===== config.mk =====
export PLATFORM = sky130hd
export DESIGN_NAME = base128_varint_codec_top
export DESIGN_NICKNAME = d
export VERILOG_FILES = /design/src/rtl/b128vc_pkg.sv /design/src/rtl/b128vc_dp.sv /design/src/rtl/b128vc_ctrl.sv /design/src/rtl/base128_varint_codec_top.sv
export SDC_FILE = /design/constraint.sdc
export NUM_CORES = 1
export LEC_CHECK = 0
export BUFFER_PORTS_ARGS = -buffer_cell sky130_fd_sc_hd__buf_4
export CAP_MARGIN = 20
export CORE_UTILIZATION = 36
export CTS_CLUSTER_DIAMETER = 200
export DETAILED_ROUTE_END_ITERATION = 10
export GPL_TIMING_DRIVEN = 0
export MAX_ROUTING_LAYER = met4
export SYNTH_ARGS = -nofsm -noshare
export SYNTH_HDL_FRONTEND = slang
export SYNTH_SLANG_ARGS = --single-unit
export TNS_END_PERCENT = 1

===== constraint.sdc =====
create_clock -name clk -period 3.65 [get_ports clk]
set_input_delay 0.1825 -clock clk [delete_from_list [all_inputs] [get_ports clk]]
set_output_delay 0.1825 -clock clk [all_outputs]
set_load 0.1 [all_outputs]

===== src/rtl/b128vc_pkg.sv =====
// Shared constants and controller/datapath interface types for the varint codec.
// No dependencies.
`timescale 1ns / 1ps

package b128vc_pkg;

  // Field and encoding constants.
  localparam int FIELD_W    = 64;
  localparam int BYTE_W     = 8;
  localparam int GROUP_BITS = 7;
  localparam int MAX_BYTES  = 10;
  localparam int CNT_W      = 4;
  // Widest placement of one group: group nine lands at bit 63 and spans to bit 69.
  localparam int WIDE_W     = GROUP_BITS * MAX_BYTES;
  localparam int SHAMT_W    = $clog2(WIDE_W);

  localparam logic [BYTE_W-1:0] GROUP_MASK = 8'h7F;
  localparam logic [BYTE_W-1:0] CONT_MASK  = 8'h80;

  // Operation codes.
  localparam logic OP_ENCODE = 1'b0;
  localparam logic OP_DECODE = 1'b1;

  // Commands from the controller to the datapath.
  typedef struct packed {
    logic enc_start;  // Load a new value and emit its first byte.
    logic enc_step;   // Emit the next byte of the value in flight.
    logic dec_step;   // Fold one input byte into the decoder.
  } cmd_t;

  // Status from the datapath to the controller.
  typedef struct packed {
    logic more_new;   // The value on the input needs more than one byte.
    logic more_cont;  // The value in flight needs more bytes after this one.
  } sts_t;

endpackage


===== src/rtl/b128vc_dp.sv =====
// Datapath of the varint codec: encode shift register, decoder state, result registers.
// Depends on b128vc_pkg.
`timescale 1ns / 1ps

module b128vc_dp #(
  parameter int VALUE_BITS = 64
) (
  input  logic                              clk,
  input  logic                              rst_n,
  input  b128vc_pkg::cmd_t                  cmd,
  output b128vc_pkg::sts_t                  sts,
  input  logic [b128vc_pkg::FIELD_W-1:0]    in_value_in,
  input  logic [b128vc_pkg::BYTE_W-1:0]     in_byte_in,
  output logic [b128vc_pkg::BYTE_W-1:0]     out_byte_out,
  output logic                              out_last,
  output logic [b128vc_pkg::FIELD_W-1:0]    out_value_out,
  output logic                              out_value_valid,
  output logic                              out_overflow
);

  // Encoder registers.
  logic [VALUE_BITS-1:0]            shift_r, shift_nxt;
  logic [b128vc_pkg::CNT_W-1:0]     ecnt_r, ecnt_nxt;

  // Decoder state.
  logic [VALUE_BITS-1:0]            acc_r, acc_nxt;
  logic [b128vc_pkg::CNT_W-1:0]     gcnt_r, gcnt_nxt;
  logic                             ovf_r, ovf_nxt;

  // Result registers.
  logic [b128vc_pkg::BYTE_W-1:0]    byte_r, byte_nxt;
  logic                             last_r, last_nxt;
  logic [b128vc_pkg::FIELD_W-1:0]   value_r, value_nxt;
  logic                             vvalid_r, vvalid_nxt;
  logic                             rovf_r, rovf_nxt;

  // Encoder combinational signals.
  logic [VALUE_BITS-1:0]            enc_src;
  logic                             enc_more;
  logic [b128vc_pkg::BYTE_W-1:0]    enc_byte;

  // Decoder combinational signals.
  logic [b128vc_pkg::GROUP_BITS-1:0] grp;
  logic [b128vc_pkg::SHAMT_W-1:0]   shamt;
  logic [b128vc_pkg::WIDE_W-1:0]    placed;
  logic [VALUE_BITS-1:0]            acc_upd;
  logic [b128vc_pkg::CNT_W-1:0]     gcnt_upd;
  logic                             ovf_upd;
  logic                             run_end;
  logic [b128vc_pkg::FIELD_W-1:0]   value_ext;

  // Encoder: pick the byte source and decide whether more bytes follow.
  always_comb begin
    enc_src = cmd.enc_start ? in_value_in[VALUE_BITS-1:0] : shift_r;
    sts.more_new  = |in_value_in[VALUE_BITS-1:b128vc_pkg::GROUP_BITS];
    sts.more_cont = (|shift_r[VALUE_BITS-1:b128vc_pkg::GROUP_BITS]) &&
                    (ecnt_r < b128vc_pkg::CNT_W'(b128vc_pkg::MAX_BYTES - 1));
    enc_more = cmd.enc_start ? sts.more_new : sts.more_cont;
    if (enc_more) begin
      enc_byte = b128vc_pkg::CONT_MASK | (enc_src[b128vc_pkg::BYTE_W-1:0] &
                                          b128vc_pkg::GROUP_MASK);
    end else begin
      enc_byte = enc_src[b128vc_pkg::BYTE_W-1:0];
    end
    shift_nxt = enc_src >> b128vc_pkg::GROUP_BITS;
    ecnt_nxt  = cmd.enc_start ? b128vc_pkg::CNT_W'(1) : ecnt_r + 1'b1;
  end

  // Decoder: place the group at bit 7*k; any bit landing past the value width
  // marks overflow, and bytes after the tenth are dropped.
  always_comb begin
    grp     = in_byte_in[b128vc_pkg::GROUP_BITS-1:0];
    shamt   = b128vc_pkg::SHAMT_W'(b128vc_pkg::GROUP_BITS * gcnt_r);
    placed  = b128vc_pkg::WIDE_W'(grp) << shamt;
    run_end = ~in_byte_in[b128vc_pkg::BYTE_W-1];
    acc_upd  = acc_r;
    gcnt_upd = gcnt_r;
    ovf_upd  = ovf_r;
    if (gcnt_r >= b128vc_pkg::CNT_W'(b128vc_pkg::MAX_BYTES)) begin
      ovf_upd = 1'b1;
    end else begin
      acc_upd  = acc_r | placed[VALUE_BITS-1:0];
      gcnt_upd = gcnt_r + 1'b1;
      if (|placed[b128vc_pkg::WIDE_W-1:VALUE_BITS]) begin
        ovf_upd = 1'b1;
      end
    end
    value_ext = '0;
    value_ext[VALUE_BITS-1:0] = acc_upd;
  end

  // Next decoder state: a run that ends returns the state to zero.
  always_comb begin
    acc_nxt  = acc_r;
    gcnt_nxt = gcnt_r;
    ovf_nxt  = ovf_r;
    if (cmd.dec_step) begin
      if (run_end) begin
        acc_nxt  = '0;
        gcnt_nxt = '0;
        ovf_nxt  = 1'b0;
      end else begin
        acc_nxt  = acc_upd;
        gcnt_nxt = gcnt_upd;
        ovf_nxt  = ovf_upd;
      end
    end
  end

  // Next result register contents.
  always_comb begin
    byte_nxt   = byte_r;
    last_nxt   = last_r;
    value_nxt  = value_r;
    vvalid_nxt = vvalid_r;
    rovf_nxt   = rovf_r;
    if (cmd.enc_start || cmd.enc_step) begin
      byte_nxt   = enc_byte;
      last_nxt   = ~enc_more;
      value_nxt  = '0;
      vvalid_nxt = 1'b0;
      rovf_nxt   = 1'b0;
    end else if (cmd.dec_step) begin
      byte_nxt   = '0;
      last_nxt   = 1'b0;
      value_nxt  = run_end ? value_ext : '0;
      vvalid_nxt = run_end;
      rovf_nxt   = run_end & ovf_upd;
    end
  end

  // Decoder state and encoder counter registers.
  always_ff @(posedge clk) begin
    if (!rst_n) begin
      acc_r  <= '0;
      gcnt_r <= '0;
      ovf_r  <= 1'b0;
      ecnt_r <= '0;
    end else begin
      acc_r  <= acc_nxt;
      gcnt_r <= gcnt_nxt;
      ovf_r  <= ovf_nxt;
      if (cmd.enc_start || cmd.enc_step) begin
        ecnt_r <= ecnt_nxt;
      end
    end
  end

  // Payload registers.
  always_ff @(posedge clk) begin
    if (cmd.enc_start || cmd.enc_step) begin
      shift_r <= shift_nxt;
    end
    byte_r   <= byte_nxt;
    last_r   <= last_nxt;
    value_r  <= value_nxt;
    vvalid_r <= vvalid_nxt;
    rovf_r   <= rovf_nxt;
  end

  assign out_byte_out    = byte_r;
  assign out_last        = last_r;
  assign out_value_out   = value_r;
  assign out_value_valid = vvalid_r;
  assign out_overflow    = rovf_r;

endmodule


===== src/rtl/b128vc_ctrl.sv =====
// Controller of the varint codec: sequences encode runs and owns both handshakes.
// Depends on b128vc_pkg.
`timescale 1ns / 1ps

module b128vc_ctrl (
  input  logic              clk,
  input  logic              rst_n,
  input  logic              in_valid,
  output logic              in_ready,
  input  logic              in_op,
  output logic              out_valid,
  input  logic              out_ready,
  output b128vc_pkg::cmd_t  cmd,
  input  b128vc_pkg::sts_t  sts
);

  localparam logic ST_IDLE = 1'b0;
  localparam logic ST_ENC  = 1'b1;

  logic state_r, state_nxt;
  logic out_valid_r, out_valid_nxt;
  logic slot;

  // The result register can take a new result when empty or being drained.
  assign slot = ~out_valid_r | out_ready;

  // Next-state and command logic.
  always_comb begin
    state_nxt     = state_r;
    out_valid_nxt = out_valid_r & ~out_ready;
    cmd           = '0;
    in_ready      = 1'b0;
    case (state_r)
      ST_IDLE: begin
        in_ready = slot;
        if (in_valid && slot) begin
          out_valid_nxt = 1'b1;
          if (in_op == b128vc_pkg::OP_ENCODE) begin
            cmd.enc_start = 1'b1;
            if (sts.more_new) begin
              state_nxt = ST_ENC;
            end
          end else begin
            cmd.dec_step = 1'b1;
          end
        end
      end
      ST_ENC: begin
        if (slot) begin
          cmd.enc_step  = 1'b1;
          out_valid_nxt = 1'b1;
          if (!sts.more_cont) begin
            state_nxt = ST_IDLE;
          end
        end
      end
      default: begin
        state_nxt = ST_IDLE;
      end
    endcase
  end

  // State and result-valid registers.
  always_ff @(posedge clk) begin
    if (!rst_n) begin
      state_r     <= ST_IDLE;
      out_valid_r <= 1'b0;
    end else begin
      state_r     <= state_nxt;
      out_valid_r <= out_valid_nxt;
    end
  end

  assign out_valid = out_valid_r;

endmodule


===== src/rtl/base128_varint_codec_top.sv =====
// Unsigned base-128 varint codec. An encode transaction (op 0) yields one to ten
// output bytes, least significant seven-bit group first, one per cycle while the
// output is not stalled; the first byte is produced in the cycle the input is
// taken, and the next input is taken once the last byte has entered the output
// register. A decode transaction (op 1) takes one byte per cycle while the output
// is not stalled and always gives one result; the byte without bit 7 ends the
// run and its result carries the value with value_valid set, and overflow if bits
// beyond VALUE_BITS were nonzero or more than ten bytes came. A full output
// register that is not drained stalls input.
// Depends on b128vc_pkg, b128vc_ctrl and b128vc_dp.
`timescale 1ns / 1ps

module base128_varint_codec_top #(
  parameter int VALUE_BITS = 64
) (
  input  logic                            clk,
  input  logic                            rst_n,
  input  logic                            in_valid,
  output logic                            in_ready,
  input  logic                            in_op,
  input  logic [b128vc_pkg::FIELD_W-1:0]  in_value_in,
  input  logic [b128vc_pkg::BYTE_W-1:0]   in_byte_in,
  output logic                            out_valid,
  input  logic                            out_ready,
  output logic [b128vc_pkg::BYTE_W-1:0]   out_byte_out,
  output logic                            out_last,
  output logic [b128vc_pkg::FIELD_W-1:0]  out_value_out,
  output logic                            out_value_valid,
  output logic                            out_overflow
);

  b128vc_pkg::cmd_t cmd;
  b128vc_pkg::sts_t sts;

  // Sequencing and handshakes.
  b128vc_ctrl u_ctrl (
    .clk       (clk),
    .rst_n     (rst_n),
    .in_valid  (in_valid),
    .in_ready  (in_ready),
    .in_op     (in_op),
    .out_valid (out_valid),
    .out_ready (out_ready),
    .cmd       (cmd),
    .sts       (sts)
  );

  // Encode and decode datapath.
  b128vc_dp #(
    .VALUE_BITS (VALUE_BITS)
  ) u_dp (
    .clk             (clk),
    .rst_n           (rst_n),
    .cmd             (cmd),
    .sts             (sts),
    .in_value_in     (in_value_in),
    .in_byte_in      (in_byte_in),
    .out_byte_out    (out_byte_out),
    .out_last        (out_last),
    .out_value_out   (out_value_out),
    .out_value_valid (out_value_valid),
    .out_overflow    (out_overflow)
  );

endmodule


# == Word level (Yosys, flattened, before mapping) ==
# Index checks and enable logic that the tools add are counted.
# totals
ff_bits,207
latchBits,0
ram_bits,0
mem_bits_ro,0
in_bits,77
output_inout_bits,77
word_cells,71
mem_count,0
# op_classes
addsub,2
multipliers,1
div,0
order_cmp,2
n_eq_ne,1
shift,1
mux,34
n_bitwise,9
n_reduce_logical,8
# ops
cell,count
$mux W64,3
$shl A7 B7 Y70,1
$or A64 B64 Y64,1
$mux W57,1
$reduce_or A57 Y1,1
$reduce_or A50 Y1,1
$mux W8,3
$mux W1,22
$mux W4,3
$add A4 B1 Y4 const B,2
$mul A3 B4 Y7 const A,1
$reduce_or A6 Y1,1
$not A1 Y1,5
$ge A4 B4 Y1 const B,1
$lt A4 B4 Y1 const B,1
$pmux W1 S2,2
$and A1 B1 Y1,2
$logic_and A1 B1 Y1,2
$ne A2 B2 Y1 const B,1
$reduce_and A2 Y1,1
$reduce_bool A2 Y1,1
$logic_or A1 B1 Y1,1
$or A1 B1 Y1,1

# == Longest topological paths before layout ==
# logic_depth
word_depth,8
ltp_mapped,8
mapped_depth_nobuf,7

# == By module ==
# A second synthesis with hierarchy kept.
# unflattened
hier_cells,798
hier_area_um2,8085.3
# by_module_without_submodules
mod,instances,cells_each,area_per_inst_um2,seq_area_each_um2
b128vc_dp,1,788,7962.6,4764.6
b128vc_ctrl,1,10,122.6,40.0

# == Worst setup path before layout ==
# OpenSTA, ideal clock, no wires.
# synth_path
path_type,reg2reg
start,register u_ctrl.out_valid_r (netlist: u_ctrl.out_valid)
end,"register u_dp.shift_r[0], enable pin"
setup_time_ps,417
arrival_time_ps,3896
required_ps,3233
setup_slack_ps,-662
path_stages_with_launch,6
n_path_buf,1
synth_period_minus_slack_ps,4312
path_cell_list,dfxtp_1 -> nor2b_4 -> nor2_1 -> nand3b_1 -> clkbuf_1 -> nand2_1
# synth_via
elab_chain_cells,6
elab_cells_between_ends,8
cone_classes,mux: 4; bitwise: 2; reduce/logical: 2
# synth_rtl
item,line,source
start: declaration,b128vc_ctrl.sv:21,"logic out_valid_r, out_valid_nxt;"
start signal: assignment,b128vc_ctrl.sv:70,out_valid_r <= out_valid_nxt;
$not A1 Y1 (*),b128vc_ctrl.sv:25,assign slot = ~out_valid_r | out_ready;
$or A1 B1 Y1 (*),b128vc_ctrl.sv:25,
$logic_and A1 B1 Y1,b128vc_ctrl.sv:36,if (in_valid && slot) begin
$mux W1,b128vc_ctrl.sv:36,
$mux W1,b128vc_ctrl.sv:33,case (state_r)
$logic_or A1 B1 Y1 (*),b128vc_dp.sv:151,if (cmd.enc_start || cmd.enc_step) begin
end signal: assignment,b128vc_dp.sv:152,shift_r <= shift_nxt;
end: declaration,b128vc_dp.sv:22,"logic [VALUE_BITS-1:0] shift_r, shift_nxt;"
# Every way passes the cells marked *; elsewhere a longest branch is shown, timed or not.
# A chain may end at the register's enable or synchronous reset.

# == Worst setup path after layout ==
# layout_path
start,register u_ctrl.state_r
end,"register u_dp.last_r (netlist: u_dp.out_last), enable pin"
# layout_via
elab_chain_cells,3
elab_cells_between_ends,5
cone_classes,mux: 3; reduce/logical: 2
# layout_rtl
item,line,source
start: declaration,b128vc_ctrl.sv:20,"logic state_r, state_nxt;"
start signal: assignment,b128vc_ctrl.sv:69,state_r <= state_nxt;
$mux W1,b128vc_ctrl.sv:33,
$logic_or A1 B1 Y1,b128vc_dp.sv:117,if (cmd.enc_start || cmd.enc_step) begin
$reduce_bool A2 Y1 (no source line) (*),-,
end signal: assignment,b128vc_dp.sv:155,last_r <= last_nxt;
end: declaration,b128vc_dp.sv:32,"logic last_r, last_nxt;"
# Marked as above.

==> results.json <==
{
  "reg2reg_depth": 5,
  "postCtsResizedCells": 0,
  "dp_cells": 1315,
  "cpMaxStageDelayCell": "clkbuf_1",
  "clkTransAtPathRegs_ns": 0.06,
  "critical_path_class": "flop to flop",
  "syn_area_sq_um": 8237,
  "num-fill-cells": 2146,
  "syn_nets": 969,
  "start_util_pct": 37.17,
  "yosysTopAreaCellShare_pct": 34.27,
  "numCtsBuffers": 23,
  "clkLatencyLatePin_ns": 0.51,
  "ir_drop_v": 0.0003620,
  "cpPeakStageDelay_ns": 0.61,
  "cp.arrival_ns": 2.72,
  "synth.top_cells.by_area": "dfxtp_1 (34%), edfxtp_1 (24%), nand2_1 (10%)",
  "grt_pass1_wl_mm": 34.94,
  "fin_nets": 1205,
  "worstMarginPinSlew_ns": 0.8541,
  "gp_congestion": 0.8578,
  "fin_util_pct": 50.04,
  "num_rows": 54,
  "maxCapViolations": 0,
  "htreeDepth": 1,
  "required_ns": 3.84,
  "fin_skew_ns": 0.01306,
  "synth_compound_area_share_pct": 13.93,
  "synthSimpleGateAreaFrac_pct": 22.73,
  "cts_buffer_depth": 3,
  "grtUsageTotal_pct": 19.44,
  "antenna_found_initial": 0,
  "core-area_sq_um": 22160,
  "dr.pass1.iters": 5,
  "die_y_um": 153.3,
  "synth_cell_type_count": 48,
  "dpl.hpwl_mm": 15.62,
  "status": "completed",
  "synth_xor_area_share_pct": 0.4253,
  "synth_cells": 888,
  "cts-root-buf": "clkbuf_16",
  "ant_nets": 0,
  "post-route-drc-count": 0,
  "overflow": 0,
  "cp_max_fo": 10,
  "path_common_cell": "clkbuf_1",
  "grt_max_degree": 36,
  "fmax_ghz": 0.3954,
  "cp-end-kind": "flop",
  "fin_cells": 1420,
  "synthMuxAreaShare_pct": 0,
  "syn2layout_area_growth_pct": 34.63,
  "grt_pass1_vias": 6668,
  "wl_per_cell_um": 15.64,
  "dieArea_sq_um": 23490,
  "vias": 6968,
  "drt_iter0_drc": 404,
  "hp-class": "input port to flop",
  "syn_avg_cell_area_sq_um": 9.276,
  "drive_above_1_share_pct": 22.63,
  "max-slew-margin-rel_pct": 42.62,
  "whs_ns": 0.02896,
  "hold_depth": 3,
  "synth_seq_cells": 207,
  "ioPinCount": 154,
  "via_per_inst": 4.907,
  "yosysWarnings": 0,
  "finalSetupViolations": 0,
  "io_buffer_count": 146,
  "synthAdderAreaFrac_pct": 0.6076,
  "rsz0062_at_grt": "false",
  "routed_wl_mm": 22.21,
  "tritoncts": "done",
  "die_w_um": 153.3,
  "final_common_cell": "nand2_1",
  "tns_ns": 0,
  "slew_violations": 0,
  "p_leak_nw": 4.442,
  "synth_top_family_by_area": "simple AND/OR/NAND/NOR gates",
  "period_minus_slack_ns": 2.529,
  "numClockSinks": 207,
  "antenna_cells": 0,
  "finalCritPeriodShare_pct": 69.29,
  "hold_violations": 0,
  "p_per_area_nw_per_um2": 501.4,
  "final_cell_mix": "nand2_1 (228), buf_4 (151), dfxtp_1 (141)",
  "yosysTopAreaCell": "dfxtp_1",
  "critPathLaunchType": "flop",
  "path_cells": "buf_6, o21ai_0, clkbuf_1, clkbuf_1, inv_1",
  "ys_seq_area_share_pct": 58.33
}
## cells by family after synthesis
| kind of cell | Yosys count |
|---|---|
| AND/OR/NAND/NOR | 392 |
| XOR/XNOR | 4 |
| buffers and inverters | 64 |
| AO/OA/AOI/OAI | 217 |
| adder cells (fa/ha/maj) | 4 |
| flip-flops | 207 |
## metal layers
metal	vias to the layer above	wire length, um	track usage (%)	part of all wire [%]
met1	3203	9869	23.96	44
met2	185	10550	32.18	47
met3	54	1099	3.204	4.9
li1	3526	-	-	-
met4	0	693	6.734	3.1
met5	-	0	-	0
## final cells by class
| cell class | instances | area (sq um) | area share [%] |
|---|---|---|---|
| well taps | 280 | 350.3 | 3.159 |
| clock buffers | 31 | 686.9 | 6.194 |
| flip-flops and latches | 207 | 4805 | 43.33 |
| clock inverters | 10 | 53.80 | 0.4852 |
| plain buffers | 58 | 302.8 | 2.730 |
| inverters | 6 | 25.02 | 0.2257 |
| repair buffers | 211 | 1757 | 15.84 |
| multi-input cells | 617 | 3109 | 28.04 |
## flip-flops by register name (all words and copies together) (netlist names)
signal / cells
u_dp.out_overflow: 1
u_dp.gcnt_r: 4
u_dp.out_value_valid: 1
u_ctrl.state_r: 1
u_dp.out_byte_out: 8
u_ctrl.out_valid: 1
u_dp.shift_r: 57
u_dp.out_last: 1
u_dp.ecnt_r: 4
u_dp.ovf_r: 1
u_dp.acc_r: 64
u_dp.out_value_out: 64
## synth_stat cells, drive strengths merged
library cell / count
nand2: 230
dfxtp: 141
a21oi: 130
nor2: 74
o21ai: 68
edfxtp: 66
buf: 37
nor4: 33
clkbuf: 21
nor3: 13
and2: 10
nor2b: 9
a22o: 8
nand4: 7
inv: 6
nand3: 5
ha: 4
nand2b: 4
xnor2: 4
a21boi: 3
and3: 2
nand3b: 2
o31a: 2
a31o: 1
a31oi: 1
nor4b: 1
o21a: 1
o22ai: 1
o32ai: 1
o41ai: 1
or3: 1
or4: 1
## metrics by stage
| step | instance area [sq um] | setup slack (ns) | total power, W |
|---|---|---|---|
| detailed placement | 9708 | 1.091 | 0.003321 |
| floorplan | 8242 | 0.3920 | 0.003073 |
| global route | 11090 | 0.9670 | 0.005755 |
| finish | 11090 | 1.121 | 0.005561 |
| global placement | 9688 | 1.020 | 0.003312 |
| CTS | 11090 | 1.059 | 0.005616 |
## path summary, 6_finish.rpt
kind	to	slack [ns]	startpoint
min reg2reg	u_dp.out_value_out[52]$_SDFFE_PP0P_	0.45	u_dp.out_value_out[52]$_SDFFE_PP0P_
min	u_dp.shift_r[31]$_DFFE_PP_	0.03	in_value_in[38]
max reg2reg	u_dp.out_last$_SDFFCE_PN0P_	1.12	u_ctrl.state_r$_SDFF_PN0_
max	u_dp.out_last$_SDFFCE_PN0P_	1.12	u_ctrl.state_r$_SDFF_PN0_
## worst max-delay path: cells and delay by family, from the launching register on
family	cells	cell delay, ns
buffers and inverters	4	1.49
AOI/OAI and AO/OA	1	0.42
DFF	1	0.31
## power breakdown
group	switching [W]	total, W	leakage (nW)	internal (W)
logic	0.000504	0.000743	2.29	0.000239
registers	0.0000593	0.00258	1.78	0.00252
clock network	0.000915	0.00223	0.381	0.00132
## what timing repair did
| action | in CTS | in global routing |
|---|---|---|
| setup buffers | 0 | 0 |
| hold buffers | 64 | 0 |
| endpoints found under the hold margin | 64 | 0 |
No activity file was read; power rests on OpenSTA's default activity.
